## src/imm_pkg.sv

```systemverilog
// ----------------------------------------------------------------------------
// imm_pkg: shared definitions for the integer matrix multiplier
// Types, widths, register indexes and sequencer states used by every module.
// ----------------------------------------------------------------------------
package imm_pkg;

  localparam int MAX_DIM_DEFAULT = 8;
  localparam int DATA_W          = 32;
  localparam int REG_W           = 4;
  localparam int CFG_IDX_W       = 2;
  localparam int ROW_W           = 3;

  // Configuration register indexes.
  localparam logic [CFG_IDX_W-1:0] REG_ROWS_A    = 2'd0;
  localparam logic [CFG_IDX_W-1:0] REG_INNER_DIM = 2'd1;
  localparam logic [CFG_IDX_W-1:0] REG_COLS_B    = 2'd2;

  localparam logic [REG_W-1:0] REG_RESET = 4'd8;

  // Sequencer states.
  typedef enum logic [1:0] {
    ST_IDLE,
    ST_ISSUE,
    ST_WAIT,
    ST_OUT
  } state_t;

  // Tags that travel with one pair of operand reads down the MAC pipeline.
  typedef struct packed {
    logic valid;
    logic first;
    logic last;
  } issue_t;

endpackage

```

## src/imm_store.sv

```systemverilog
// ----------------------------------------------------------------------------
// imm_store: element store for one matrix
// One write port and one read port with registered read data.
// ----------------------------------------------------------------------------
module imm_store #(
  parameter int DEPTH  = imm_pkg::MAX_DIM_DEFAULT * imm_pkg::MAX_DIM_DEFAULT,
  parameter int ADDR_W = 6
) (
  input  logic                       clk,
  input  logic                       wr_en,
  input  logic [ADDR_W-1:0]          wr_addr,
  input  logic [imm_pkg::DATA_W-1:0] wr_data,
  input  logic                       rd_en,
  input  logic [ADDR_W-1:0]          rd_addr,
  output logic [imm_pkg::DATA_W-1:0] rd_data
);

  logic [imm_pkg::DATA_W-1:0] mem [DEPTH];

  always_ff @(posedge clk) begin
    if (wr_en) begin
      mem[wr_addr] <= wr_data;
    end
  end

  always_ff @(posedge clk) begin
    if (rd_en) begin
      rd_data <= mem[rd_addr];
    end
  end

endmodule

```

## config.mk

```make
export PLATFORM = sky130hd
export DESIGN_NAME = imm_store
export DESIGN_NICKNAME = d
export VERILOG_FILES = /design/src/imm_pkg.sv /design/src/imm_store.sv
export SDC_FILE = /design/constraint.sdc
export NUM_CORES = 2
export LEC_CHECK = 0
export BUFFER_PORTS_ARGS = -buffer_cell sky130_fd_sc_hd__buf_4
export CELL_PAD_IN_SITES_DETAIL_PLACEMENT = 1
export CELL_PAD_IN_SITES_GLOBAL_PLACEMENT = 1
export CORE_AREA = 3 3 302 527
export DETAILED_ROUTE_END_ITERATION = 16
export DIE_AREA = 0 0 305 530
export HOLD_SLACK_MARGIN = 0.06
export PLACE_DENSITY_LB_ADDON = 0.05
export SKIP_CTS_REPAIR_TIMING = 1
export SLEW_MARGIN = 25
export SYNTH_ARGS = -nofsm -noshare
export SYNTH_HDL_FRONTEND = slang
export SYNTH_SLANG_ARGS = --single-unit
```

## constraint.sdc

```tcl
create_clock -name clk -period 3.7 [get_ports clk]
set_clock_uncertainty 0.05 [all_clocks]
set_input_delay 0.37 -clock clk [delete_from_list [all_inputs] [get_ports clk]]
set_output_delay 0.37 -clock clk [all_outputs]
set_load 0.1 [all_outputs]
```

* Word-level counts from Yosys, hierarchy flattened *
Memories as Yosys holds them, arrays and structs flattened. A register that Yosys moved wholly into a read port is not among the register bits.
Cells that the tools add are included.

storage, ports and cells
  register bits = 0
  latch bits = 0
  memory bits (writable) = 2,048
  memory bits (read-only) = 0
  input bits = 47
  output and inout port bits = 32
  word-level logic and storage cells = 3
  memories = 1

operators by class
  add/sub/neg operators = 0
  $mul = 0
  divide/modulo/power cells = 0
  magnitude comparators = 0
  equal/unequal tests = 0
  shifts and indexed selects = 0
  multiplexer cells = 2
  bitwise gates (word level) = 0
  reduce and logical (&&, ||, !) cells = 0

memories
  name  depth  width  rd ports  clocked after memory_dff  write ports  line             source
  mem   64     32     1         1                         1            imm_store.sv:18  logic [imm_pkg::DATA_W-1:0] mem [DEPTH];

operator list
  kind              count
  2-to-1 mux 1 bit  2

* Depth between registers and ports, before layout *
  word-level depth = 2
  depth in mapped cells = 10
  depth with buffers taken out = 5

* Worst setup path before layout *
No wires, ideal clock.

  kind = in2reg
  start = input wr_addr[3]
  end = memory mem[48][0] in the netlist's numbering (enable)
  library setup time = 0.461 ns
  arrival time = 3.069 ns
  required time = 3.189 ns
  setup slack = 0.120 ns
  stages on the path = 4
  buffers on the path = 1
  path through = clkbuf_1 -> nor2b_1 -> nand4b_1 -> nor3_1

RTL lines
  item                line             source
  start: declaration  imm_store.sv:11  input logic [ADDR_W-1:0] wr_addr,
  end: declaration    imm_store.sv:18

Straight into the memory's write port.

==> impl_metrics.ini <==
[route]
first_pass_iters = 6
drc_errors = 0
viasPerCell = 6.43
drt_iter0_drc = 4090
vias = 37400
wl_per_cell_microns = 38.4
ant_nets = 0
drt-total-wl_microns = 223000

[clocking]
tritoncts = built
cts_made_buffers = 190
root_buffer = clkbuf_16
cts_max_level = 4
cts.sinks = 2080
clock_path_buffers = 4
clk_pin_slew_worst_paths_ns = 0.07
clk_latency_ns = 0.82

[layout]
drive_above_1_share = 0.310
final_cell_mix = edfxtp_1, mux4_2, buf_4, clkbuf_16, mux2i_1
area_growth_pct = 14.0
final_nets = 3684
final_common_cell = edfxtp_1

[pwr]
peakVddDrop_v = 0.000545
leakagePower_nw = 28.1
power_mw = 48.9
powerDensity_nw_per_um2 = 544

[synthesis]
yosysSeqAreaShare = 0.792
synthCells = 3324
syn_area_per_cell_sq_um = 23.7
ys_seq_elements = 2080
yosysWarnings = 0
synth_top_area_share = 0.792
netlist.top_cell.by_area = edfxtp_1
synthTopCellsByArea = edfxtp_1, mux4_2, mux2i_1
yosys.cell_types.count = 33
syn_area_sq_um = 78800
synthesis.nets = 3371

[setup_path]
crit_fanout = 39
crit_path_start_kind = input port
slowest_stage = o32ai_1
cp_top_family = buffers and inverters
crit_buf_inv = 4
crit_path_max_incr_delay_ns = 0.74
worstSetupPathType = input port to flip-flop
endpoint_kind = flip-flop
required_ns = 4.19
worstPathArrival_ns = 3.42
worstPathCellList = buf_8, buf_12, buf_4, mux4_2, mux2i_1, nor2_1, o32ai_1, buf_4, nor3_1
crit_top_cell = buf_4

[global_routing]
grt.overflow.total = 0
antenna_found_initial = 14
grt_pass1_wl_microns = 313000
grt_use_total = 0.280
first_global_vias = 40300
grt_max_degree = 65

[sta]
finalCritPeriodShare = 0.792
slew_violations = 0
worst_slack_ns = 0.769
tightestPinTransition_ns = 1.04
report.final.hold_viol_count = 0
fmax_ghz = 0.341
maxSlewHeadroom = 0.305
fin_crit_ns = 2.93
rsz0062_at_grt = false
setup-violations-final = 0

[place]
finalWeightedCongestion = 0.821
port-buffer-count = 78
place_hpwl_microns = 127000
pre_cts_slack_ns = -0.0622

[die]
die_area_sq_um = 162000
rows = 191
core_area_sq_um = 155000
ios = 79
start_util = 0.508
die_h_microns = 530
fp.dieW_microns = 305

[job]
drv_cap = 0

[run_status]
run_status = finished clean

[hold_path]
hp-class = input port to flip-flop
flip-flops by register name, indices dropped and copies added, names as in the netlist:
register	flops
mem	2048
rd_data	32
where the power goes:
part | switching [mW] | leakage (nW) | internal, mW
Sequential | 0.0838 | 18.7 | 26.1
Combinational | 1.94 | 6.33 | 0.984
Clock | 8.46 | 3.01 | 11.3
Total | 10.5 | 28.1 | 38.4
worst register-to-register path: stages (launching register included):
cell and delay (ns):
edfxtp_1 0.37, mux4_2 0.47, mux2i_1 0.33, nor2_1 0.08, o32ai_1 0.74, buf_4 0.23
nor3_1 0.05
cell type report:
| type | count | area, sq um |
|---|---|---|
| Antenna cell | 8 | 20.0 |
| Clock buffer | 222 | 4920 |
| Clock inverter | 116 | 1210 |
| Fill cell | 12600 | 65200 |
| Multi-Input combinational cell | 1062 | 16000 |
| Sequential cell | 2080 | 62500 |
| Tap cell | 2026 | 2530 |
| Timing Repair Buffer | 303 | 2790 |
per-stage QoR:
| step | instances | hold slack [ns] | TNS, ns | util | area (sq um) |
|---|---|---|---|---|---|
| after floorplan | 3324 | 0.419 | 0 | - | 78800 |
| after global placement | 5468 | 0.755 | 0 | 0.540 | 83700 |
| after detailed placement | 5468 | 0.757 | -0.0622 | 0.540 | 83700 |
| after CTS | 5806 | -0.103 | 0 | 0.579 | 89900 |
| after global routing | 5810 | 0.0971 | 0 | 0.580 | 89900 |
| final | 5817 | 0.0778 | 0 | 0.580 | 89900 |
logic make-up (layout without fill, tap and decap cells):
logic type	after synthesis	in the layout	share of synthesized area
and+or+nand+nor	223	223	0.0126
DFF	2080	2080	0.792
AOI/OAI and AO/OA	202	202	0.0167
buffers and inverters	182	641	0.0112
muxes	637	637	0.167
other	0	8	0
layer usage:
| layer | wire length (microns) | GRT usage | vias to the layer above |
|---|---|---|---|
| met5 | 77 | 0 | - |
| met4 | 11100 | 0.127 | 12 |
| met3 | 12500 | 0.0343 | 373 |
| met2 | 118000 | 0.494 | 1364 |
| met1 | 81600 | 0.348 | 20800 |
| li1 | - | - | 14900 |
Yosys cell counts (all sizes together):
cell and n:
nand4b 1, a311oi 8, or2 3, mux4 544
or3b 5, nand2b 8, buf 108, nand2 26
o32ai 4, o22ai 84, nor2 137, o221ai 27
clkbuf 74, nand3 5, a31oi 1, a41o 4
or3 3, nand3b 5, mux2i 93, a22oi 12
nor2b 15, nand4 2, nor3 7, and3 4
edfxtp 2080, and2 2, a21oi 62
final timing paths:
kind               startpoint  cells past startpoint     endpoint  slack [ns]
setup / recovery   rd_addr[0]                      9   rd_data[8]        0.77
setup reg to reg   mem[39][8]                      6   rd_data[8]        1.13
hold reg to reg   mem[12][17]                      4  rd_data[17]        0.80
hold / removal    wr_data[14]                      1  mem[15][14]        0.08
(Power assumes the default switching activity.)
