==> src/imm_pkg.sv <==
// ----------------------------------------------------------------------------
// imm_pkg: shared definitions for the integer matrix multiplier
// Types, widths, register indexes and sequencer states used by every module.
// ----------------------------------------------------------------------------
package imm_pkg;

  localparam int MAX_DIM_DEFAULT = 8;
  localparam int DATA_W          = 32;
  localparam int REG_W           = 4;
  localparam int CFG_IDX_W       = 2;
  localparam int ROW_W           = 3;

  // Configuration register indexes.
  localparam logic [CFG_IDX_W-1:0] REG_ROWS_A    = 2'd0;
  localparam logic [CFG_IDX_W-1:0] REG_INNER_DIM = 2'd1;
  localparam logic [CFG_IDX_W-1:0] REG_COLS_B    = 2'd2;

  localparam logic [REG_W-1:0] REG_RESET = 4'd8;

  // Sequencer states.
  typedef enum logic [1:0] {
    ST_IDLE,
    ST_ISSUE,
    ST_WAIT,
    ST_OUT
  } state_t;

  // Tags that travel with one pair of operand reads down the MAC pipeline.
  typedef struct packed {
    logic valid;
    logic first;
    logic last;
  } issue_t;

endpackage

==> src/imm_mac.sv <==
// ----------------------------------------------------------------------------
// imm_mac: shared multiply-accumulate unit
// Registered multiply of two operands, then a wrapping 32-bit accumulate.
// ----------------------------------------------------------------------------
module imm_mac (
  input  logic                       clk,
  input  logic                       rst,
  input  imm_pkg::issue_t            issue,
  input  logic [imm_pkg::DATA_W-1:0] a_data,
  input  logic [imm_pkg::DATA_W-1:0] b_data,
  output logic                       done,
  output logic [imm_pkg::DATA_W-1:0] acc
);

  // Tags line up with the store read data, which lands in the cycle after issue.
  imm_pkg::issue_t            s1;
  imm_pkg::issue_t            s2;
  logic [imm_pkg::DATA_W-1:0] prod;

  always_ff @(posedge clk) begin
    if (rst) begin
      s1   <= '0;
      s2   <= '0;
      done <= 1'b0;
    end else begin
      s1   <= issue;
      s2   <= s1;
      done <= s2.valid && s2.last;
    end
  end

  // Only the low word of the product matters for a sum taken modulo 2^32.
  always_ff @(posedge clk) begin
    if (s1.valid) begin
      prod <= imm_pkg::DATA_W'(a_data * b_data);
    end
  end

  always_ff @(posedge clk) begin
    if (s2.valid) begin
      if (s2.first) begin
        acc <= prod;
      end else begin
        acc <= acc + prod;
      end
    end
  end

endmodule

==> config.mk <==
export PLATFORM = sky130hd
export DESIGN_NAME = imm_mac
export DESIGN_NICKNAME = d
export VERILOG_FILES = /design/src/imm_pkg.sv /design/src/imm_mac.sv
export SDC_FILE = /design/constraint.sdc
export NUM_CORES = 1
export LEC_CHECK = 0
export BUFFER_PORTS_ARGS = -buffer_cell sky130_fd_sc_hd__buf_4
export CAP_MARGIN = 20
export CORE_ASPECT_RATIO = 0.7
export CORE_MARGIN = 1.5
export CORE_UTILIZATION = 65
export CTS_BUF_LIST = sky130_fd_sc_hd__clkbuf_16
export CTS_CLUSTER_SIZE = 40
export DETAILED_ROUTE_END_ITERATION = 8
export PLACE_DENSITY_LB_ADDON = 0.1
export REMOVE_ABC_BUFFERS = 1
export SLEW_MARGIN = 20
export SYNTH_ARGS = -nofsm -noshare
export SYNTH_HDL_FRONTEND = slang
export SYNTH_SLANG_ARGS = --single-unit
==> constraint.sdc <==
create_clock -name clk -period 8.9 [get_ports clk]
set_input_delay 0.445 -clock clk [delete_from_list [all_inputs] [get_ports clk]]
set_output_delay 0.445 -clock clk [all_outputs]
set_load 0.1 [all_outputs]
; After elaboration in Yosys (flattened, before gate mapping)
; Index checks and enable logic that the tools add are counted.
[op_classes]
add_sub_neg = 1
mul = 1
n_mux = 1
n_reduce_logical = 1
[ops]
columns = op, n
row1 = $add 32x32->32, 1
row2 = $mul 32x32->32, 1
row3 = $mux 32, 1
row4 = $logic_and 1x1->1, 1
[totals]
ff_bits = 71
input_bits = 69
out_inout_bits = 33
word_cells = 13

; Longest topological paths before layout
; Gate-level depths: netlist (run 1).
[depth]
ltp_word = 2
mapped_depth = 27
depth_no_buf = 25

; Least setup slack after synthesis (run 1)
; Ideal clock, no wire load.
[synth_timing]
path_kind = input-to-reg
startpoint = input b_data[2] (netlist name)
endpoint = register prod[31] (netlist name) (data pin)
setup_time_ns = 0.260
t_arrival_ns = 6.748
t_required_ns = 8.640
path_slack_ns = 1.893
cell_stages = 24
n_path_buf = 2
path_cell_list = clkbuf_1 -> clkbuf_1 -> and2_1 -> fa_1 -> inv_1 -> fa_1 -> fa_1 -> fa_1 -> inv_1 -> fa_1 -> inv_1 -> fa_1 -> inv_1 -> fa_1 -> fa_1 -> ha_1 -> and3_1 -> a31oi_1 -> o31ai_4 -> a2111oi_4 -> o211ai_2 -> a21oi_2 -> o21bai_1 -> xnor2_1
[synth_via]
elab_chain_cells = 1
[synth_lines]
columns = item, line
row1 = "start, declared", imm_mac.sv:10  ; input logic [imm_pkg::DATA_W-1:0] b_data,
row2 = $mul 32x32->32, imm_mac.sv:35  ; prod <= imm_pkg::DATA_W'(a_data * b_data);
row3 = "end signal, assigned", imm_mac.sv:35
row4 = "end, declared", imm_mac.sv:18  ; logic [imm_pkg::DATA_W-1:0] prod;
; Every way passes these cells.
; A chain may end at the register's enable or synchronous reset.

; Final worst setup path (run 1)
[layout_timing]
startpoint = input b_data[6] (netlist name)
endpoint = register prod[31] (netlist name) (data pin)
; Same word-level chain as after synthesis.

==> results of run 1 <==
## kinds of logic after synthesis
| kind of cell | Yosys count | share of synthesized area |
|---|---|---|
| AOI/OAI and AO/OA | 184 | 0.0623 |
| xor gates and xnor gates | 107 | 0.0477 |
| and+or+nand+nor | 673 | 0.173 |
| muxes | 3 | 0.00166 |
| DFF | 71 | 0.105 |
| buffers and inverters | 499 | 0.0953 |
| adders and majority gates | 563 | 0.515 |
## area by class of cell
| cell class | instances | share of cell area |
|---|---|---|
| multi-input combinational | 1530 | 0.753 |
| sequential | 71 | 0.0989 |
| inverter | 405 | 0.0729 |
| timing repair buffer | 104 | 0.0374 |
| tap | 412 | 0.0247 |
| clock buffer | 9 | 0.0108 |
| clock inverter | 7 | 0.00204 |
| antenna | 1 | 0.000120 |
## state kept, by name (all words and copies together) (netlist names)
name	count
acc	32
done	1
prod	32
s1	3
s2	3
## layer usage
metal	vias up	track usage	routed length, um
met3	34	0.103	5720
met5	-	0	0
li1	6383	-	-
met2	625	0.477	21200
met1	7136	0.502	21700
met4	0	0.0371	411
## worst reg2reg max path, cell delays in order, from the launching register on
cell and delay [ns]:
edfxtp_1 0.35, ha_1 0.17, inv_1 0.05, fa_1 0.39, nor2b_1 0.16, o31ai_1 0.11
a21oi_1 0.28, a41oi_2 0.23, o21ai_2 0.39, a21oi_1 0.15, a21oi_1 0.24, xnor2_1 0.15
o21ai_1 0.07
## per-stage QoR
step / hold slack [ns] / worst slack [ns] / std cells
3_3_place_gp: 0.402 / 1.69 / 2522
4_1_cts: 0.305 / 1.85 / 2538
5_1_grt: 0.316 / 1.55 / 2538
3_5_place_dp: 0.401 / 1.50 / 2522
2_1_floorplan: 0.395 / 2.19 / 2006
6_report: 0.316 / 1.81 / 2539
## how the worst max path moves through the flow
stage | end | cells after the start | slack, ns
after floorplan | prod[31]$_DFFE_PP_ | 22 | 2.19
after global placement | prod[31]$_DFFE_PP_ | 23 | 1.69
after detailed placement | prod[31]$_DFFE_PP_ | 23 | 1.50
after CTS | prod[31]$_DFFE_PP_ | 23 | 1.85
after global routing | prod[31]$_DFFE_PP_ | 24 | 1.55
final | prod[31]$_DFFE_PP_ | 23 | 1.81
## placed cells by master, fill, tap and decap left out, types with 2 or more instances in the layout
cell type   count
a21oi_2         3
clkbuf_16       9
nand3b_1        2
clkinvlp_4      3
nor2_1         26
nor4b_1         4
edfxtp_1       64
a211o_1         2
xnor2_1        77
mux2_2          2
nor4_1          4
dfxtp_1         6
or3_1           3
o31ai_1         3
o21a_1          6
nand3_1         7
buf_4         104
ha_1          154
and2_1        272
nor3_1          7
a21o_1         21
nor2b_1        13
xor2_1         30
and3_1          6
a31oi_1         3
nand2b_1       12
nor3b_1         5
nand2_1       303
o21ai_1        12
nand4_1         5
fa_1          409
o21ai_0        40
o211ai_1        3
a211oi_1        7
a21oi_1        53
inv_1         407
o21bai_1        9
==> results_dict.tcl, run 1 <==
set metrics [dict create \
    placeableCoreArea_um2 29900 \
    holdBufCountCts 0 \
    cp_num_buf_inv 5 \
    max_cap_violations 0 \
    clk_path_buf_depth 2 \
    syn_area_um2 19600 \
    numCtsBuffers 9 \
    fin_area_um2 20900 \
    cp_max_fo 26 \
    numPortBuffers 101 \
    ys_seq_area_frac 0.105 \
    critPathKind "primary input to flip-flop" \
    cts_tree "built" \
    num_rows 53 \
    fp.dieH_um 148 \
    h-tree-depth 3 \
    skew_ns 0.00684 \
    syn-instance-count 2100 \
    r2r_cells 12 \
    ys_seq_elements 71 \
    wirelength_mm 49.0 \
    regArea_um2 2060 \
    placed_area_um2 20600 \
    die_w_um 211 \
    fin_nets 2753 \
    synth_edf_count 64 \
    grt_pass1_vias 14500 \
    worstSetupEndpointType "flip-flop" \
    rsz0062_at_grt "no" \
    ant_nets 0 \
    status "finished, final reports clean" \
    finalSetupTns_ns 0 \
    relSlewSlack 0.505 \
    path_common_cell "fa_1" \
    cp.arrival_ns 7.15 \
    hold_start "rst" \
    yosysTopAreaCellShare 0.417 \
    nFillCells 2327 \
    grt_usage 0.329 \
    clkTransAtPathRegs_ns 0.06 \
    cts.sinks 71 \
    synthTopCellsByCount "fa_1 (409), inv_1 (405), nand2_1 (303)" \
    grt-ovfl-total 0 \
    rrSetupSlack_ns 5.89 \
    drt_iter0_drc 1079 \
    worst_pin_slew_ns 0.741 \
    clk_latency_ns 0.33 \
    slowest_delay_ns 0.54 \
    grt_pass1_wl_mm 78.5 \
    synth_area_leaders "fa_1 (42%), ha_1 (9.8%), edfxtp_1 (9.8%), and2_1 (8.7%), inv_1 (7.7%)" \
    hp-class "primary input to flip-flop" \
    syn_avg_cell_area_um2 9.36 \
    slew_viol_final 0 \
    ys.flop_type "edfxtp_1" \
    required_ns 8.96 \
    r2r-end "acc[28]$_DFFE_PP_" \
    ctsResizeCount 0 \
    vias 14200 \
    layout-drive-gt1-share 0.0649 \
    async_flop_share 0 \
    route.detailed.drc 0 \
    fin_crit_ns 7.09 \
    critPathTopFamily "adder cells" \
    crit_slowest_cell "fa_1" \
    ios 102 \
    place_hpwl_mm 38.6 \
    postCtsSetupBuffers 0 \
    vias_per_cell 5.58 \
    grt_antenna_before_repair 1 \
    wl_per_cell_um 19.3 \
    cp-start-kind "primary input" \
    root_buffer "clkbuf_16" \
    die_area_um2 31300 \
    synth_top_cell_by_area "fa_1" \
    initial_core_util 0.657 \
    dr.pass1.iters 5 \
    gp_congestion 0.907 \
    area_growth_pct 6.18 \
    period_share 0.796 \
    yosysUniqueCellTypes 63 \
    holdPathStages 2 \
    final-hold-violation-count 0 \
    min_to "s2[1]$_SDFF_PP0_" \
    yosysMostFrequentCell "fa_1" \
    startpoint "b_data[6]" \
    final_core_util 0.698 \
    crit_chain "buf_4, and2_1, fa_1, fa_1, fa_1, inv_1, fa_1, inv_1, fa_1, inv_1, fa_1, inv_1, fa_1, fa_1, ha_1, and3_1, a31oi_1, o31ai_4, a2111oi_4, o211ai_2, a21oi_2, o21bai_1, xnor2_1" \
    fmax_mhz 141 \
    reg2reg_from "acc[0]$_DFFE_PP_" \
    multi_input_area_um2 15700 \
    grt_max_degree 67 \
    finalSetupViolCount 0 \
    yosys_warnings 0 \
]
Power of run 1 is not shown: default switching activity piles up to over one toggle a cycle in this logic, so the estimate is an artifact.
==> run 2: changes to the inputs <==
==> constraint.sdc (replaced) <==
create_clock -name clk -period 7.25 [get_ports clk]
set_input_delay 0.3625 -clock clk [delete_from_list [all_inputs] [get_ports clk]]
set_output_delay 0.3625 -clock clk [all_outputs]
set_load 0.1 [all_outputs]
==> results_dict.tcl, run 2 (synthesized netlist as in run 1, its figures left out) <==
set metrics [dict create \
    status "finished, final reports clean" \
    final-hold-violation-count 0 \
    cts_tree "built" \
    final_core_util 0.709 \
    worstSetupEndpointType "flip-flop" \
    clk_latency_ns 0.34 \
    vias 14600 \
    max_cap_violations 0 \
    slew_viol_final 0 \
    use_met2 0.513 \
    fin_crit_ns 6.86 \
    fin_nets 2788 \
    vias_per_cell 5.66 \
    dr.pass1.iters 5 \
    wirelength_mm 51.8 \
    cp.arrival_ns 6.95 \
    relSlewSlack 0.531 \
    rrSetupSlack_ns 4.18 \
    grtUsageMet3 0.105 \
    worst_pin_slew_ns 0.696 \
    path_common_cell "fa_1" \
    r2r-end "acc[30]$_DFFE_PP_" \
    grt_pass1_wl_mm 82.5 \
    cp_max_fo 19 \
    cts.sinks 71 \
    drt_iter0_drc 985 \
    gp_congestion 0.926 \
    root_buffer "clkbuf_16" \
    final_cell_mix "fa_1 (409), inv_1 (406), nand2_1 (303)" \
    crit_chain "buf_4, buf_4, and2_1, fa_1, fa_1, fa_1, inv_1, fa_1, inv_1, ha_1, ha_1, fa_1, fa_1, ha_1, a21oi_1, o21ai_0, a31oi_1, o31ai_4, a2111oi_4, o211ai_2, a21oi_2, o21bai_1, xnor2_1" \
    period_share 0.946 \
    postCtsSetupBuffers 0 \
    finalSetupTns_ns 0 \
    placeableCoreArea_um2 29900 \
    grt_antenna_before_repair 0 \
    grt_max_degree 67 \
    rsz0062_at_grt "no" \
    grt_pass1_vias 15200 \
    skew_ns 0.00565 \
    required_ns 7.34 \
    h-tree-depth 3 \
    worst_hold_slack_ns 0.229 \
    numCtsBuffers 9 \
    finalSetupViolCount 0 \
    ant_nets 0 \
    clkTransAtPathRegs_ns 0.06 \
    area_growth_pct 7.86 \
    grt.busiest_layer "met1" \
    r2r_cells 11 \
    min_to "s2[1]$_SDFF_PP0_" \
    initial_core_util 0.657 \
    reg2reg_from "acc[0]$_DFFE_PP_" \
    grt-ovfl-total 0 \
    numPortBuffers 101 \
    holdPathStages 2 \
    critPathKind "primary input to flip-flop" \
    antenna-diode-count 0 \
    holdBufCountCts 0 \
    grt_usage 0.351 \
    route.detailed.drc 0 \
    met1_usage 0.517 \
    placed_area_um2 20900 \
    ctsResizeCount 0 \
    die_area_um2 31300 \
    fin_area_um2 21200 \
    crit_slowest_cell "fa_1" \
    top_regs "acc x32, prod x32" \
    cp-start-kind "primary input" \
    wl_per_cell_um 20.1 \
    hold_start "rst" \
    hp-class "primary input to flip-flop" \
    fmax_mhz 146 \
    ios 102 \
    die_w_um 211 \
    place_hpwl_mm 43.1 \
    fp.dieH_um 148 \
    nFillCells 2356 \
    slowest_delay_ns 0.55 \
    final_common_cell "fa_1" \
    num_rows 53 \
    layout-drive-gt1-share 0.0810 \
    clk_path_buf_depth 2 \
]
-- run 2: cell count changes in the layout (fill, tap and decap cells not counted), sizes merged --
| cell | previous run | this run |
|---|---|---|
| buf | 104 | 139 |
| bufinv | 0 | 1 |
| clkinv | 2 | 4 |
| clkinvlp | 3 | 0 |
| diode | 1 | 0 |
-- run 2: how the worst max path moves through the flow --
| stage | from | end | slack (ns) | cells past startpoint |
|---|---|---|---|---|
| after CTS | b_data[5] | prod[31]$_DFFE_PP_ | 0.44 | 23 |
| after floorplan | a_data[16] | prod[31]$_DFFE_PP_ | 0.62 | 22 |
| after global routing | b_data[8] | prod[31]$_DFFE_PP_ | 0.10 | 24 |
| after detailed placement | b_data[5] | prod[31]$_DFFE_PP_ | 0.08 | 23 |
| after global placement | b_data[2] | prod[31]$_DFFE_PP_ | 0.16 | 23 |
| final | b_data[6] | prod[31]$_DFFE_PP_ | 0.39 | 23 |
-- run 2: critical path, delay by kind of cell --
kind	cells	cell delay, ns
AO/OA/AOI/OAI	8	1.80
XOR/XNOR	1	0.13
adder cells (fa/ha/maj)	9	3.87
buffers and inverters	4	0.56
AND/OR/NAND/NOR	1	0.20
-- run 2: metal layers --
layer  vias up  routed length (um)  part of all wire
li1       6459                   -                 -
met1      7336               22100              0.43
met2       692               22500              0.43
met3        74                6000              0.12
met4         0                1180             0.023
met5         -                   0                 0
-- run 2: metrics by stage --
step / setup WS, ns / instances
after global placement: 0.164 / 2557
final: 0.392 / 2573
after floorplan: 0.618 / 2006
after global routing: 0.105 / 2573
after CTS: 0.440 / 2573
after detailed placement: 0.0845 / 2557
-- run 2: layout make-up --
class,instances,area [um^2],area share
multi-input cells,1530,15700,0.741
flip-flops and latches,71,2060,0.0974
inverters,405,1520,0.0717
repair buffers,139,1080,0.0510
well taps,412,515,0.0243
clock buffers,9,225,0.0106
clock inverters,7,73.8,0.00348
Power of run 2 is left out for the same reason.
==> run 3: changes to the inputs <==
--- a/config.mk
+++ b/config.mk
@@ -13,6 +13,7 @@
 export CTS_BUF_LIST = sky130_fd_sc_hd__clkbuf_16
 export CTS_CLUSTER_SIZE = 40
 export DETAILED_ROUTE_END_ITERATION = 8
+export MAX_ROUTING_LAYER = met4
 export PLACE_DENSITY_LB_ADDON = 0.1
 export REMOVE_ABC_BUFFERS = 1
 export SLEW_MARGIN = 20
==> results_dict.tcl, run 3 (synthesized netlist as in run 1, its figures left out) <==
set metrics [dict create \
    status "finished, final reports clean" \
    crit_chain "buf_4, and2_1, fa_1, inv_1, fa_1, fa_1, fa_1, inv_1, fa_1, inv_1, fa_1, inv_1, fa_1, fa_1, ha_1, a21oi_1, o21ai_0, a31oi_1, o31ai_4, a2111oi_4, o211ai_2, a21oi_2, o21bai_1, xnor2_1" \
    num_rows 53 \
    wl_per_cell_um 19.9 \
    final-hold-violation-count 0 \
    die_area_um2 31300 \
    numCtsBuffers 9 \
    period_share 0.940 \
    ios 102 \
    reg2reg_from "acc[0]$_DFFE_PP_" \
    finalSetupViolCount 0 \
    crit_slowest_cell "fa_1" \
    cts_tree "built" \
    cts.sinks 71 \
    skew_ns 0.00951 \
    clkTransAtPathRegs_ns 0.06 \
    critPathKind "primary input to flip-flop" \
    finalSetupTns_ns 0 \
    fp.dieH_um 148 \
    postCtsSetupBuffers 0 \
    fin_crit_ns 6.81 \
    required_ns 7.35 \
    wirelength_mm 51.3 \
    die_w_um 211 \
    max_cap_violations 0 \
    final_cell_mix "fa_1 (409), inv_1 (406), nand2_1 (303)" \
    worstSetupEndpointType "flip-flop" \
    dr.pass1.iters 5 \
    fin_area_um2 21200 \
    grt_max_degree 67 \
    fin_nets 2790 \
    worst_pin_slew_ns 0.653 \
    clk_latency_ns 0.35 \
    vias_per_cell 5.63 \
    placed_area_um2 20900 \
    cp_num_buf_inv 5 \
    cp.arrival_ns 6.91 \
    critPathTopFamily "adder cells" \
    root_buffer "clkbuf_16" \
    hold_start "rst" \
    holdBufCountCts 0 \
    grt-ovfl-total 0 \
    place_hpwl_mm 42.8 \
    fmax_mhz 147 \
    r2r-end "acc[26]$_DFFE_PP_" \
    initial_core_util 0.657 \
    relSlewSlack 0.564 \
    vias 14500 \
    rsz0062_at_grt "no" \
    slew_viol_final 0 \
    hp-class "primary input to flip-flop" \
    ant_nets 0 \
    cp_max_fo 6 \
    grt_antenna_before_repair 0 \
    final_common_cell "fa_1" \
    drt_iter0_drc 1073 \
    min_to "s2[1]$_SDFF_PP0_" \
    grt_usage 0.357 \
    h-tree-depth 3 \
    holdPathStages 2 \
    placeableCoreArea_um2 29900 \
    grt_pass1_vias 14900 \
    gp_congestion 0.958 \
    nFillCells 2392 \
    slowest_delay_ns 0.58 \
    r2r_cells 12 \
    grt_pass1_wl_mm 81.2 \
    top_regs "acc x32, prod x32" \
    rrSetupSlack_ns 4.15 \
    area_growth_pct 7.85 \
    ctsResizeCount 0 \
    path_common_cell "fa_1" \
    route.detailed.drc 0 \
    cp-start-kind "primary input" \
    layout-drive-gt1-share 0.0818 \
    numPortBuffers 101 \
    clk_path_buf_depth 2 \
]
## run 3: worst reg2reg max path, cell delays in order, from the launching register on
cell and delay, ns:
edfxtp_1 0.37, ha_1 0.18, inv_1 0.06, fa_1 0.40, nor2b_1 0.15, o31ai_1 0.10
a21oi_1 0.31, a41oi_2 0.25, o21ai_2 0.40, a21o_1 0.23, a21oi_1 0.10, xor2_1 0.16
o21ai_0 0.10
## run 3: how the worst max path moves through the flow
stage | startpoint | end | cells after the start
CTS | b_data[2] | prod[31]$_DFFE_PP_ | 24
detailed placement | b_data[2] | prod[31]$_DFFE_PP_ | 24
global route | b_data[2] | prod[31]$_DFFE_PP_ | 24
finish | b_data[2] | prod[31]$_DFFE_PP_ | 24
floorplan | a_data[16] | prod[31]$_DFFE_PP_ | 22
global placement | b_data[5] | prod[31]$_DFFE_PP_ | 23
## run 3: area by class of cell
class	instances	area [um^2]	share of cell area
Antenna cell	2	5.00	0.000236
Clock buffer	9	225	0.0106
Clock inverter	7	90.1	0.00425
Inverter	405	1520	0.0717
Multi-Input combinational cell	1530	15700	0.741
Sequential cell	71	2060	0.0974
Tap cell	412	515	0.0243
Timing Repair Buffer	141	1060	0.0500
## run 3: layer usage
layer | part of all wire | track usage | vias up
met4 | 0.020 | 0.0689 | 0
met1 | 0.44 | 0.524 | 7335
met3 | 0.10 | 0.0876 | 78
met5 | 0 | - | -
met2 | 0.44 | 0.508 | 633
li1 | - | - | 6458
## run 3: through the flow
| step | util | cells | hold slack (ns) | setup WS [ns] |
|---|---|---|---|---|
| after global routing | 0.708 | 2575 | 0.225 | 0.116 |
| after detailed placement | 0.698 | 2559 | 0.402 | 0.0904 |
| after CTS | 0.708 | 2575 | 0.219 | 0.456 |
| after floorplan | - | 2006 | 0.395 | 0.618 |
| final | 0.709 | 2577 | 0.229 | 0.436 |
| after global placement | 0.698 | 2559 | 0.401 | 0.177 |
Power of run 3 is left out for the same reason.
