===== src/imm_pkg.sv =====
// ----------------------------------------------------------------------------
// imm_pkg: shared definitions for the integer matrix multiplier
// Types, widths, register indexes and sequencer states used by every module.
// ----------------------------------------------------------------------------
package imm_pkg;

  localparam int MAX_DIM_DEFAULT = 8;
  localparam int DATA_W          = 32;
  localparam int REG_W           = 4;
  localparam int CFG_IDX_W       = 2;
  localparam int ROW_W           = 3;

  // Configuration register indexes.
  localparam logic [CFG_IDX_W-1:0] REG_ROWS_A    = 2'd0;
  localparam logic [CFG_IDX_W-1:0] REG_INNER_DIM = 2'd1;
  localparam logic [CFG_IDX_W-1:0] REG_COLS_B    = 2'd2;

  localparam logic [REG_W-1:0] REG_RESET = 4'd8;

  // Sequencer states.
  typedef enum logic [1:0] {
    ST_IDLE,
    ST_ISSUE,
    ST_WAIT,
    ST_OUT
  } state_t;

  // Tags that travel with one pair of operand reads down the MAC pipeline.
  typedef struct packed {
    logic valid;
    logic first;
    logic last;
  } issue_t;

endpackage


===== src/imm_ctrl.sv =====
// ----------------------------------------------------------------------------
// imm_ctrl: load counters, compute sequencer and result register
// Counts incoming elements, walks rows, columns and the inner index of the
// product, and holds each finished element until it is taken.
// ----------------------------------------------------------------------------
module imm_ctrl #(
  parameter int DIM_W   = 4,
  parameter int IDX_W   = 3,
  parameter int ADDR_W  = 6,
  parameter int CNT_W   = 7
) (
  input  logic                       clk,
  input  logic                       rst,
  input  logic [DIM_W-1:0]           nr,
  input  logic [DIM_W-1:0]           nk,
  input  logic [DIM_W-1:0]           nc,
  input  logic                       in_valid,
  output logic                       in_stall,
  input  logic                       func,
  output logic                       wr_a_en,
  output logic                       wr_b_en,
  output logic [ADDR_W-1:0]          wr_a_addr,
  output logic [ADDR_W-1:0]          wr_b_addr,
  output logic [ADDR_W-1:0]          rd_a_addr,
  output logic [ADDR_W-1:0]          rd_b_addr,
  output imm_pkg::issue_t            issue,
  input  logic                       mac_done,
  input  logic [imm_pkg::DATA_W-1:0] mac_acc,
  output logic                       out_valid,
  input  logic                       out_stall,
  output logic [imm_pkg::ROW_W-1:0]  row,
  output logic [imm_pkg::ROW_W-1:0]  col,
  output logic [imm_pkg::DATA_W-1:0] product,
  output logic                       last
);

  imm_pkg::state_t state, state_next;

  logic [CNT_W-1:0]  count_a, count_b;
  logic [CNT_W-1:0]  count_a_next, count_b_next;
  logic [CNT_W-1:0]  size_a, size_b;
  logic [IDX_W-1:0]  i, j, k;
  logic [ADDR_W-1:0] a_base, a_addr, b_addr;

  logic accept, take_a, take_b, complete;
  logic elem_last, row_last, col_last, out_free, load_out, final_elem;

  assign size_a = CNT_W'(nr) * CNT_W'(nk);
  assign size_b = CNT_W'(nk) * CNT_W'(nc);

  assign accept   = in_valid && !in_stall;
  assign take_a   = accept && !func && (count_a < size_a);
  assign take_b   = accept &&  func && (count_b < size_b);
  assign count_a_next = count_a + CNT_W'(take_a);
  assign count_b_next = count_b + CNT_W'(take_b);
  assign complete = accept && (count_a_next >= size_a) && (count_b_next >= size_b);

  assign elem_last  = DIM_W'(k) == nk - DIM_W'(1);
  assign row_last   = DIM_W'(i) == nr - DIM_W'(1);
  assign col_last   = DIM_W'(j) == nc - DIM_W'(1);
  assign final_elem = row_last && col_last;
  assign out_free   = !out_valid || !out_stall;

  assign wr_a_en   = take_a;
  assign wr_b_en   = take_b;
  assign wr_a_addr = count_a[ADDR_W-1:0];
  assign wr_b_addr = count_b[ADDR_W-1:0];
  assign rd_a_addr = a_addr;
  assign rd_b_addr = b_addr;

  always_comb begin
    state_next = state;
    unique case (state)
      imm_pkg::ST_IDLE: begin
        if (complete) state_next = imm_pkg::ST_ISSUE;
      end
      imm_pkg::ST_ISSUE: begin
        if (elem_last) state_next = imm_pkg::ST_WAIT;
      end
      imm_pkg::ST_WAIT: begin
        if (mac_done) state_next = imm_pkg::ST_OUT;
      end
      imm_pkg::ST_OUT: begin
        if (out_free) begin
          state_next = final_elem ? imm_pkg::ST_IDLE : imm_pkg::ST_ISSUE;
        end
      end
      default: state_next = imm_pkg::ST_IDLE;
    endcase
  end

  always_comb begin
    in_stall    = (state != imm_pkg::ST_IDLE);
    issue.valid = (state == imm_pkg::ST_ISSUE);
    issue.first = (k == '0);
    issue.last  = elem_last;
    load_out    = (state == imm_pkg::ST_OUT) && out_free;
  end

  always_ff @(posedge clk) begin
    if (rst) begin
      state <= imm_pkg::ST_IDLE;
    end else begin
      state <= state_next;
    end
  end

  // Load counts; cleared once the final element of the result is loaded into the result register.
  always_ff @(posedge clk) begin
    if (rst) begin
      count_a <= '0;
      count_b <= '0;
    end else if (load_out && final_elem) begin
      count_a <= '0;
      count_b <= '0;
    end else begin
      count_a <= count_a_next;
      count_b <= count_b_next;
    end
  end

  // Index walk. The row of A starts at i*nk and steps by one; the column of
  // B starts at j and steps by nc.
  always_ff @(posedge clk) begin
    if (rst || complete) begin
      i      <= '0;
      j      <= '0;
      k      <= '0;
      a_base <= '0;
      a_addr <= '0;
      b_addr <= '0;
    end else if (issue.valid) begin
      k      <= elem_last ? '0 : k + IDX_W'(1);
      a_addr <= a_addr + ADDR_W'(1);
      b_addr <= b_addr + ADDR_W'(nc);
    end else if (load_out) begin
      if (col_last) begin
        i      <= i + IDX_W'(1);
        j      <= '0;
        a_base <= a_base + ADDR_W'(nk);
        a_addr <= a_base + ADDR_W'(nk);
        b_addr <= '0;
      end else begin
        j      <= j + IDX_W'(1);
        a_addr <= a_base;
        b_addr <= ADDR_W'(j) + ADDR_W'(1);
      end
    end
  end

  always_ff @(posedge clk) begin
    if (rst) begin
      out_valid <= 1'b0;
    end else if (load_out) begin
      out_valid <= 1'b1;
    end else if (!out_stall) begin
      out_valid <= 1'b0;
    end
  end

  always_ff @(posedge clk) begin
    if (load_out) begin
      row     <= imm_pkg::ROW_W'(i);
      col     <= imm_pkg::ROW_W'(j);
      product <= mac_acc;
      last    <= final_elem;
    end
  end

endmodule


===== config.mk =====
export PLATFORM = sky130hd
export DESIGN_NAME = imm_ctrl
export DESIGN_NICKNAME = d
export VERILOG_FILES = /design/src/imm_pkg.sv /design/src/imm_ctrl.sv
export SDC_FILE = /design/constraint.sdc
export NUM_CORES = 1
export LEC_CHECK = 0
export BUFFER_PORTS_ARGS = -buffer_cell sky130_fd_sc_hd__buf_2
export CAP_MARGIN = 20
export CORE_UTILIZATION = 45
export CTS_BUF_LIST = sky130_fd_sc_hd__clkbuf_4 sky130_fd_sc_hd__clkbuf_8
export DETAILED_ROUTE_END_ITERATION = 6
export PLACE_DENSITY = 0.73
export SYNTH_ARGS = -nofsm -noshare
export SYNTH_HDL_FRONTEND = slang
export SYNTH_SLANG_ARGS = --single-unit

===== constraint.sdc =====
create_clock -name clk -period 15.5 [get_ports clk]
set_clock_uncertainty 0.05 [all_clocks]
set_input_delay 1.55 -clock clk [delete_from_list [all_inputs] [get_ports clk]]
set_output_delay 1.55 -clock clk [all_outputs]
set_load 0.03 [all_outputs]

# Word-level counts from Yosys, hierarchy flattened
# Index checks and enable logic that the tools add are counted.
[classes]
n_reduce_logical = 24
multipliers = 2
addsub = 12
bitwise = 1
eq_ne = 11
n_lt_le_gt_ge = 4
n_mux = 16
[ops]
columns = ["op", "n"]
rows = [
  ["6-bit 2-to-1 mux", 5],
  ["7-bit by 1-bit adder with 7-bit output", 2],
  ["7-bit greater-or-equal comparator", 2],
  ["7-bit < comparator", 2],
  ["4-bit by 4-bit multiplier with 7-bit output", 2],
  ["6-bit by 4-bit adder with 6-bit output", 2],
  ["3-bit by 4-bit equality test with 1-bit output", 3],
  ["4-bit by 1-bit subtractor with 4-bit output (second input constant)", 3],
  ["1-bit logical AND", 10],
  ["3-bit by 1-bit adder with 3-bit output (second input constant)", 3],
  ["2-bit 2-to-1 mux", 4],
  ["2-bit case mux with 4 select lines", 1],
  ["6-bit by 1-bit adder with 6-bit output (second input constant)", 1],
  ["3-bit 2-to-1 mux", 2],
  ["2-bit != test (second input constant)", 3],
  ["3-bit by 1-bit adder with 4-bit output (second input constant)", 1],
  ["2-bit equality test (second input constant)", 2],
  ["1-bit logical NOT", 4],
  ["4-bit 2-to-1 mux", 1],
  ["2-bit by 1-bit != test with 1-bit output (second input constant)", 2],
  ["4-bit AND reduction", 1],
  ["2-bit nonzero test", 2],
  ["3-bit logical NOT", 1],
  ["1-bit 2-to-1 mux", 3],
  ["7 further kinds", 8],
]
[word_totals]
out_inout_bits = 70
word_cells = 84
in_bits = 50
reg_bits = 83

# Logic depth before layout (Yosys ltp)
# Gate-level depths: netlist (run 1).
[logic_depth]
ltp_word = 11
depth_mapped = 26

# Worst setup path before layout (run 1)
# OpenSTA, ideal clock, no wires.
[synth_timing]
path_kind = "input to register"
startpoint = "input nk[3]"
endpoint = "register b_addr[2] (netlist: rd_b_addr[2])"
cell_stages = 26
setup_slack_ns = 7.651
required_time_ns = 15.328
path_buffers = 3
setup_ns = 0.122
arrival_time_ns = 7.678
cell_sequence = "clkbuf_1 nand2_1 fa_1 inv_1 fa_1 fa_1 xnor2_1 ha_1 a21oi_1 o21ai_1 maj3_1 maj3_1 nor3_1 ha_1 ha_1 nand3_1 xnor2_1 ha_1 a21o_1 a31oi_1 maj3_1 a21oi_1 a21o_1 buf_2 buf_4 nor2_1"
[synth_between]
elab_chain_cells = 8
[synth_lines]
columns = ["element", "line", "rtl"]
rows = [
  ["start, declared", "imm_ctrl.sv:15", "input logic [DIM_W-1:0] nk,"],
  ["4-bit by 4-bit multiplier with 7-bit output", "imm_ctrl.sv:48", "assign size_a = CNT_W'(nr) * CNT_W'(nk);"],
  ["7-bit < comparator", "imm_ctrl.sv:52", "assign take_a = accept && !func && (count_a < size_a);"],
  ["1-bit logical AND", "imm_ctrl.sv:52", ""],
  ["net wr_a_en", "imm_ctrl.sv:20", "output logic wr_a_en,"],
  ["7-bit by 1-bit adder with 7-bit output", "imm_ctrl.sv:54", "assign count_a_next = count_a + CNT_W'(take_a);"],
  ["net count_a_next[4]", "imm_ctrl.sv:40", "logic [CNT_W-1:0] count_a_next, count_b_next;"],
  ["7-bit greater-or-equal comparator", "imm_ctrl.sv:56", "assign complete = accept && (count_a_next >= size_a) && (count_b_next >= size_b);"],
  ["1-bit logical AND (2 in series)", "imm_ctrl.sv:56", ""],
  ["1-bit logical OR", "imm_ctrl.sv:125", "if (rst || complete) begin"],
  ["end signal, assigned", "imm_ctrl.sv:135", "b_addr <= b_addr + ADDR_W'(nc);"],
  ["end signal, assigned", "imm_ctrl.sv:146", "b_addr <= ADDR_W'(j) + ADDR_W'(1);"],
  ["end, declared", "imm_ctrl.sv:43", "logic [ADDR_W-1:0] a_base, a_addr, b_addr;"],
]
# The timed path passes the listed nets, and every way through them passes these cells.
# A chain may end at the register's enable or synchronous reset.

# Worst setup path in the final report (run 1)
[layout_timing]
startpoint = "input nk[3]"
endpoint = "register i[0]"
[layout_between]
elab_chain_cells = 8
[layout_lines]
columns = ["element", "line", "rtl"]
rows = [
  ["4-bit by 4-bit multiplier with 7-bit output", "imm_ctrl.sv:48", ""],
  ["7-bit < comparator", "imm_ctrl.sv:52", ""],
  ["1-bit logical AND", "imm_ctrl.sv:52", ""],
  ["7-bit by 1-bit adder with 7-bit output", "imm_ctrl.sv:54", ""],
  ["net count_a_next[2]", "imm_ctrl.sv:40", ""],
  ["7-bit greater-or-equal comparator", "imm_ctrl.sv:56", ""],
  ["1-bit logical AND (2 in series)", "imm_ctrl.sv:56", ""],
  ["1-bit logical OR", "imm_ctrl.sv:125", ""],
  ["end signal, assigned", "imm_ctrl.sv:138", "i <= i + IDX_W'(1);"],
  ["end, declared", "imm_ctrl.sv:42", "logic [IDX_W-1:0] i, j, k;"],
]
# The timed path passes the listed nets, and every way through them passes these cells.

==> out/summary.txt, run 1 <==
========================================================================================================
Status                                                                                      finished, final reports clean
First-pass GRT wire length                                                                      18000 um
Number of routed nets with antenna violations                                                          0
Maximum single-stage delay on the critical path                                                  0.73 ns
Top-count cell post-synth                                                                   sky130_fd_sc_hd__ha_1
Endpoint kind of the worst setup timing path                                                   flip-flop
Type of the worst setup path                                                                input port to flip-flop
Post-CTS clock slew at the launch and capture registers of the worst setup and hold paths        0.08 ns
Highest clock rate                                                                               132 MHz
Register bit count reported by yosys                                                                  83
Area contributors post-synth                                                                sky130_fd_sc_hd__edfxtp_1 23%, sky130_fd_sc_hd__dfxtp_1 17%, sky130_fd_sc_hd__ha_1 16%
Top cell types by occurrence after synthesis                                                65 x sky130_fd_sc_hd__ha_1, 48 x sky130_fd_sc_hd__nor2_1, 44 x sky130_fd_sc_hd__dfxtp_1
CP Data Required Time                                                                           15.68 ns
Height of the die                                                                                 109 um
Cts repair resizes                                                                                     0
Wirelength per Cell                                                                              14.7 um
Critical path launch point type                                                               input port
Insertion delay of the later-clocked pin in the worst-skew pair                                  0.38 ns
Dominant cell type by area after synthesis                                                  sky130_fd_sc_hd__edfxtp_1
Count of pins on the block boundary                                                                  120
Number of antenna diodes                                                                               0
Net count after synthesis                                                                            639
Cell depth of the worst min-delay path                                                                 2
Reported max-cap violation count                                                                       0
Total routing usage reported by global routing                                                     20.1%
TritonCTS clock tree                                                                                done
Number of rows in the core area                                                                       38
Hold Buf Count CTS                                                                                     0
Average footprint of a synthesized cell                                                         10.0 um2
Via count of the first global-routing pass                                                          3760
Number of synthesized flops with an enable pin                                                        39
Total Die Area                                                                                 11900 um2
Hold-critical path endpoint                                                                 a_base[2]$_SDFFE_PP0P_
Count of pins over their slew limit                                                                    0
Portion of synthesized cell area occupied by the leading cell type                                 22.7%
Total Wirelength                                                                                11300 um
Inserted Clock Buffers                                                                                 9
Primary FF master, synth                                                                    sky130_fd_sc_hd__dfxtp_1
Share of the yosys chip area belonging to registers                                                39.8%
Async set-reset flop share out of synthesis                                                           0%
Routability Congestion                                                                             0.842
Number of setup buffers added after CTS                                                                0
DR pass1 iterations                                                                                    4
Clk sinks                                                                                             83
P_leak                                                                                        0.00281 uW
Distinct cell type count after synthesis                                                              49
Maximum clock insertion buffer count                                                                   2
Most used cell along the critical path                                                      sky130_fd_sc_hd__ha_1
Average via count per standard cell                                                                 5.15
Area growth from synthesis to layout                                                               16.2%
Yosys warns                                                                                            0
Worst-path fanout max                                                                                 27
Final Cycle Share                                                                                  48.8%
Min cycle time layout                                                                            7.56 ns
Max IR drop VDD                                                                                  45.6 uV
Count of vias placed by the detailed router                                                         3945
RSZ-0062 raised after global routing                                                               false
Final Net Count                                                                                      746
Half-perimeter wire length of the detailed placement result                                      8790 um
Gr ovfl total                                                                                          0
Arrival time of the worst setup path                                                             7.73 ns
Reg-to-reg endpoint                                                                         i[0]$_SDFFE_PP0P_
Placeable Area                                                                                 11000 um2
Die span in x                                                                                     109 um
Final total negative setup slack                                                                    0 ns
Tightest Hold Check Type                                                                    flip-flop to flip-flop
Setup slack on the worst flop-to-flop path                                                      10.62 ns
Detailed Route Iter0 Violations                                                                      188
Antenna violations before repair                                                                       1
Initial core utilization                                                                           46.9%
Number of port buffers                                                                               119
Number of hold-slack violations in the final timing report                                             0
Slew at the pin closest to its max-slew limit                                                   0.906 ns
Slowest cell on the critical path                                                           sky130_fd_sc_hd__a21o_1
Top Family by Delay on Critical Path                                                         adder cells
R2R Path Start                                                                              count_a[1]$_SDFF_PP0_
Total Power Consumption                                                                           476 uW
CTS HTree Levels                                                                                       3
Hold path startpoint                                                                        a_base[2]$_SDFFE_PP0P_
Cell Chain, Critical Path                                                                   buf_2 > nand2_1 > fa_1 > inv_1 > fa_1 > fa_1 > xnor2_1 > ha_1 > a21oi_1 > o21ai_1 > maj3_1 > maj3_1 > nor3_1 > ha_1 > ha_1 > xor2_1 > ha_1 > nand2_1 > o21ai_0 > a31oi_1 > maj3_1 > a21oi_1 > a21o_1 > nor2_1
Finish-stage setup viols                                                                               0
DRC violations left                                                                                    0
Pwr per Cell Area                                                                            79.6 nW/um2
Share of post-route cells with drive strength above 1                                              23.5%
Worst Reg2Reg Path Length in Cells                                                                    18
Number of buffer and inverter stages on the critical path                                              2
Max-Slew Margin vs Limit                                                                           39.6%
Post-synthesis cell area                                                                        5150 um2
Root cell of the clock tree                                                                 sky130_fd_sc_hd__clkbuf_8
Maximum number of pins on one net before global-route repair                                          47
Number of standard cells after synthesis                                                             514
========================================================================================================
==> per-layer routing <==
layer | global-route usage (%) | vias to the layer above | part of all wire (%)
met1 | 24.1 | 1835 | 43
met5 | 0 | - | 0.080
met4 | 10.5 | 2 | 2.7
met2 | 34.0 | 120 | 48
met3 | 4.00 | 20 | 6.2
li1 | - | 1968 | -
==> sequential cells by signal, indices dropped and copies added, names as in the netlist <==
register   cells
a_base         6
col            3
count_a        7
count_b        7
i              3
j              3
k              3
last           1
out_valid      1
product       32
rd_a_addr      6
rd_b_addr      6
row            3
state          2
==> through the flow <==
step,utilization (%),setup WS [ns],hold WS (ns),cell area [um2],std cells
after global routing,54.5,7.55,0.489,5990,766
after global placement,52.6,7.74,0.440,5780,750
after CTS,54.5,7.95,0.461,5990,766
after detailed placement,52.6,7.52,0.446,5780,750
final,54.5,7.94,0.464,5990,766
after floorplan,-,7.65,0.420,5150,514
==> logic make-up (layout without fill, tap and decap cells) <==
logic type	Yosys count	count (layout)	synth area share, %
mux	9	9	1.77
flops	83	83	39.8
xor+xnor	46	46	7.82
compound gates	82	82	10.1
simple gates	153	153	14.2
buf+inv	62	174	5.85
fa+ha+maj	79	79	20.5
==> how the worst max path moves through the flow <==
stage | start | endpoint | slack (ns) | cells after the start
floorplan | nk[3] | rd_b_addr[2]$_SDFFE_PP0P_ | 7.65 | 26
global placement | nk[3] | rd_b_addr[1]$_SDFFE_PP0P_ | 7.74 | 24
detailed placement | nk[3] | rd_a_addr[2]$_SDFFE_PP0P_ | 7.52 | 24
CTS | nk[3] | rd_a_addr[5]$_SDFFE_PP0P_ | 7.95 | 24
global route | nk[3] | rd_a_addr[1]$_SDFFE_PP0P_ | 7.55 | 24
finish | nk[3] | i[0]$_SDFFE_PP0P_ | 7.94 | 24
==> area by class of cell <==
| class | count | area (um2) |
|---|---|---|
| clock buffers | 10 | 131 |
| clock inverters | 6 | 80.1 |
| fillers | 1010 | 4990 |
| inverters | 37 | 139 |
| multi-input cells | 369 | 2800 |
| flip-flops and latches | 83 | 2050 |
| well taps | 140 | 175 |
| repair buffers | 121 | 611 |
==> layout by cell type (no fill, tap or decap), types with 5 or more instances in the layout <==
master / instances
sky130_fd_sc_hd__and2_1: 11
sky130_fd_sc_hd__ha_1: 65
sky130_fd_sc_hd__nor2_1: 48
sky130_fd_sc_hd__a21o_1: 16
sky130_fd_sc_hd__edfxtp_1: 39
sky130_fd_sc_hd__nor2b_1: 16
sky130_fd_sc_hd__dfxtp_1: 44
sky130_fd_sc_hd__mux2i_1: 8
sky130_fd_sc_hd__nand2_1: 36
sky130_fd_sc_hd__fa_1: 10
sky130_fd_sc_hd__a31oi_1: 5
sky130_fd_sc_hd__nor3_1: 5
sky130_fd_sc_hd__xnor2_1: 32
sky130_fd_sc_hd__o21ai_0: 17
sky130_fd_sc_hd__xor2_1: 14
sky130_fd_sc_hd__inv_1: 36
sky130_fd_sc_hd__nand3_1: 18
sky130_fd_sc_hd__clkbuf_8: 9
sky130_fd_sc_hd__buf_2: 119
sky130_fd_sc_hd__a21oi_1: 24
==> power by group <==
part           internal (uW)  switching (uW)  leakage [uW]
combinational           33.1            44.7       0.00201
sequential               229           0.902      0.000695
clock                   91.1            77.5      0.000105
total                    353             123       0.00281
==> worst min-delay path, stage by stage (launching register included) <==
cell,delay [ns]
sky130_fd_sc_hd__dfxtp_1,0.34
sky130_fd_sc_hd__o21ai_0,0.07
sky130_fd_sc_hd__a21oi_1,0.06
No activity file was read; power rests on OpenSTA's default activity.
==> run 2, diff against run 1 <==
clock period = 7.5 ns   (was 15.5 ns; I/O delays follow)
==> run 2 against run 1 <==
Compared with the run above: final cell count is 0.13% higher; largest cell class unchanged; total power rose by 120%; non-clock buffer count increased by 1; via count is 0.41% lower; clock-buffer cell count unchanged; design area up 0.69%; sequential power increased by 110%; global-route usage increased by 0.14 points; critical path depth grew 1.
==> out/summary.txt, run 2 (synthesis results as in run 1) <==
========================================================================================================
Status                                                                                      finished, final reports clean
Max FFs per register                                                                                  32   unchanged
Count of pins on the block boundary                                                                  120   unchanged
Arrival time of the worst setup path                                                             6.66 ns   -1.07 ns
Commonest cells after routing, fill and taps aside                                          119 x sky130_fd_sc_hd__buf_2, 65 x sky130_fd_sc_hd__ha_1, 48 x sky130_fd_sc_hd__nor2_1
Fill cell instance count of the final layout                                                         998   -1.2%
Filler-free cell count of the finished design                                                        767   +0.13%
Reg area                                                                                        2050 um2   unchanged
Final Cycle Share                                                                                  85.6%
Top register by number of flip-flops                                                             product
Placed cells                                                                                         751   +0.13%
Reported max-cap violation count                                                                       0   unchanged
Worst-path fanout max                                                                                 27   unchanged
Die span in x                                                                                     109 um   unchanged
CP Data Required Time                                                                            7.74 ns   -7.94 ns
Insertion delay of the later-clocked pin in the worst-skew pair                                  0.36 ns   -0.02 ns
Total Wirelength                                                                                11500 um   +1.6%
Clk sinks                                                                                             83   unchanged
Final Net Count                                                                                      747   +0.13%
Total routing usage reported by global routing                                                     20.3%   +0.14 points
Top Family by Delay on Critical Path                                                         adder cells
Most used cell along the critical path                                                      sky130_fd_sc_hd__ha_1
Post-CTS clock slew at the launch and capture registers of the worst setup and hold paths        0.09 ns   about the same
Inserted Clock Buffers                                                                                 9   unchanged
Number of buffer and inverter stages on the critical path                                              3   +1
Pwr per Cell Area                                                                             171 nW/um2   +110%
Number of antenna diodes                                                                               0   unchanged
Maximum single-stage delay on the critical path                                                  0.54 ns   -0.19 ns
Antenna violations before repair                                                                       0   -1
Number of setup buffers added after CTS                                                                0   unchanged
First-pass GRT wire length                                                                      18500 um   +3.0%
Type of the worst setup path                                                                input port to flip-flop
Height of the die                                                                                 109 um   unchanged
Via count of the first global-routing pass                                                          3908   +3.9%
Area of the multi-input gates                                                                   2800 um2   unchanged
Maximum number of pins on one net before global-route repair                                          47   unchanged
Endpoint kind of the worst setup timing path                                                   flip-flop
Min cycle time layout                                                                            6.42 ns
TritonCTS clock tree                                                                                done
Number of routed nets with antenna violations                                                          0   unchanged
Most common library cell in the layout ignoring fill and taps                               sky130_fd_sc_hd__buf_2
DRC violations left                                                                                    0   unchanged
Share of post-route cells with drive strength above 1                                              23.9%   +0.44 points
RSZ-0062 raised after global routing                                                               false
Slowest cell on the critical path                                                           sky130_fd_sc_hd__fa_1
Placeable Area                                                                                 11000 um2   unchanged
Cts repair resizes                                                                                     0   unchanged
Initial core utilization                                                                           46.9%   unchanged
Finish-stage setup viols                                                                               0   unchanged
Detailed Route Iter0 Violations                                                                      216   +15%
Max-Slew Margin vs Limit                                                                           60.9%   +21 points
Largest registers ranked by flip-flop count                                                 product: 32 flops, count_a: 7 flops, count_b: 7 flops
Hold Buf Count CTS                                                                                     0   unchanged
Total Die Area                                                                                 11900 um2   unchanged
Half-perimeter wire length of the detailed placement result                                      8910 um   +1.3%
Highest clock rate                                                                               156 MHz
Slew at the pin closest to its max-slew limit                                                   0.587 ns   -0.319 ns
Gr ovfl total                                                                                          0   unchanged
Tightest Hold Check Type                                                                    flip-flop to flip-flop
Area growth from synthesis to layout                                                               17.0%
Max IR drop VDD                                                                                  86.8 uV   +90%
Average via count per standard cell                                                                 5.12   -0.54%
Placed standard-cell area                                                                       5780 um2   +0.13%
Final total negative setup slack                                                                    0 ns   unchanged
Number of port buffers                                                                               119   unchanged
Count of pins over their slew limit                                                                    0   unchanged
P_leak                                                                                        0.00283 uW   +0.57%
DR pass1 iterations                                                                                    4   unchanged
Final std cell area, no fill                                                                    6030 um2   +0.69%
Number of hold-slack violations in the final timing report                                             0   unchanged
Number of rows in the core area                                                                       38   unchanged
Count of vias placed by the detailed router                                                         3929   -0.41%
Routability Congestion                                                                             0.839   -0.36%
Maximum clock insertion buffer count                                                                   2   unchanged
Critical path launch point type                                                               input port
Root cell of the clock tree                                                                 sky130_fd_sc_hd__clkbuf_8
Wirelength per Cell                                                                              15.0 um   +1.5%
CTS HTree Levels                                                                                       3   unchanged
========================================================================================================
## run 2: changes by cell type in the layout (fill, tap and decap cells not counted)
cell / previous run / this run
sky130_fd_sc_hd__clkinvlp_4: 1 / 2
sky130_fd_sc_hd__clkinv_4: 0 / 1
sky130_fd_sc_hd__buf_4: 2 / 3
sky130_fd_sc_hd__bufinv_16: 2 / 3
sky130_fd_sc_hd__clkinv_2: 1 / 0
sky130_fd_sc_hd__clkinv_1: 3 / 1
## run 2: routing by layer
layer	GRT usage [%]	wire length, um	vias up
met1	24.4	4960	1829
li1	-	-	1963
met4	8.88	292	0
met2	34.8	5550	118
met3	4.12	680	19
met5	0	0	-
## run 2: metrics by stage
step / utilization (%) / setup WS, ns / total power [uW] / hold slack [ns]
6_report: 54.9 / 1.08 / 1030 / 0.457
5_1_grt: 54.9 / 0.630 / 1080 / 0.488
4_1_cts: 54.9 / 1.11 / 1040 / 0.458
3_5_place_dp: 52.7 / 0.729 / 647 / 0.443
3_3_place_gp: 52.7 / 0.906 / 640 / 0.440
2_1_floorplan: - / 0.451 / 602 / 0.420
## run 2: final timing paths
| kind | startpoint | slack (ns) | end | cells past startpoint |
|---|---|---|---|---|
| setup / recovery | nk[3] | 1.08 | rd_b_addr[1]$_SDFFE_PP0P_ | 25 |
| hold / removal | state[1]$_SDFFE_PP0P_ | 0.46 | state[1]$_SDFFE_PP0P_ | 2 |
| setup reg to reg | count_b[1]$_SDFF_PP0_ | 2.97 | rd_b_addr[1]$_SDFFE_PP0P_ | 19 |
| hold reg to reg | state[1]$_SDFFE_PP0P_ | 0.46 | state[1]$_SDFFE_PP0P_ | 2 |
## run 2: layout make-up
cell class | count | share of cell area [%]
repair buffers | 122 | 10.3
well taps | 140 | 2.91
clock buffers | 10 | 2.18
multi-input cells | 369 | 46.4
flip-flops and latches | 83 | 34.0
clock inverters | 6 | 1.89
inverters | 37 | 2.30
## run 2: report_power, final
part	leakage (uW)	total, uW	internal (uW)	switching (uW)
Sequential	0.000695	476	474	1.94
Clock	0.000116	393	225	167
Combinational	0.00202	160	68.8	91.6
Total	0.00283	1030	768	261
## run 2: worst reg2reg max path: cells and delay by family, from the launching register on
| family | cells | cell delay, ns |
|---|---|---|
| XOR/XNOR | 1 | 0.21 |
| flip-flops | 1 | 0.40 |
| AO/OA/AOI/OAI | 12 | 2.32 |
| adder cells (fa/ha/maj) | 5 | 1.28 |
| buffers and inverters | 1 | 0.22 |
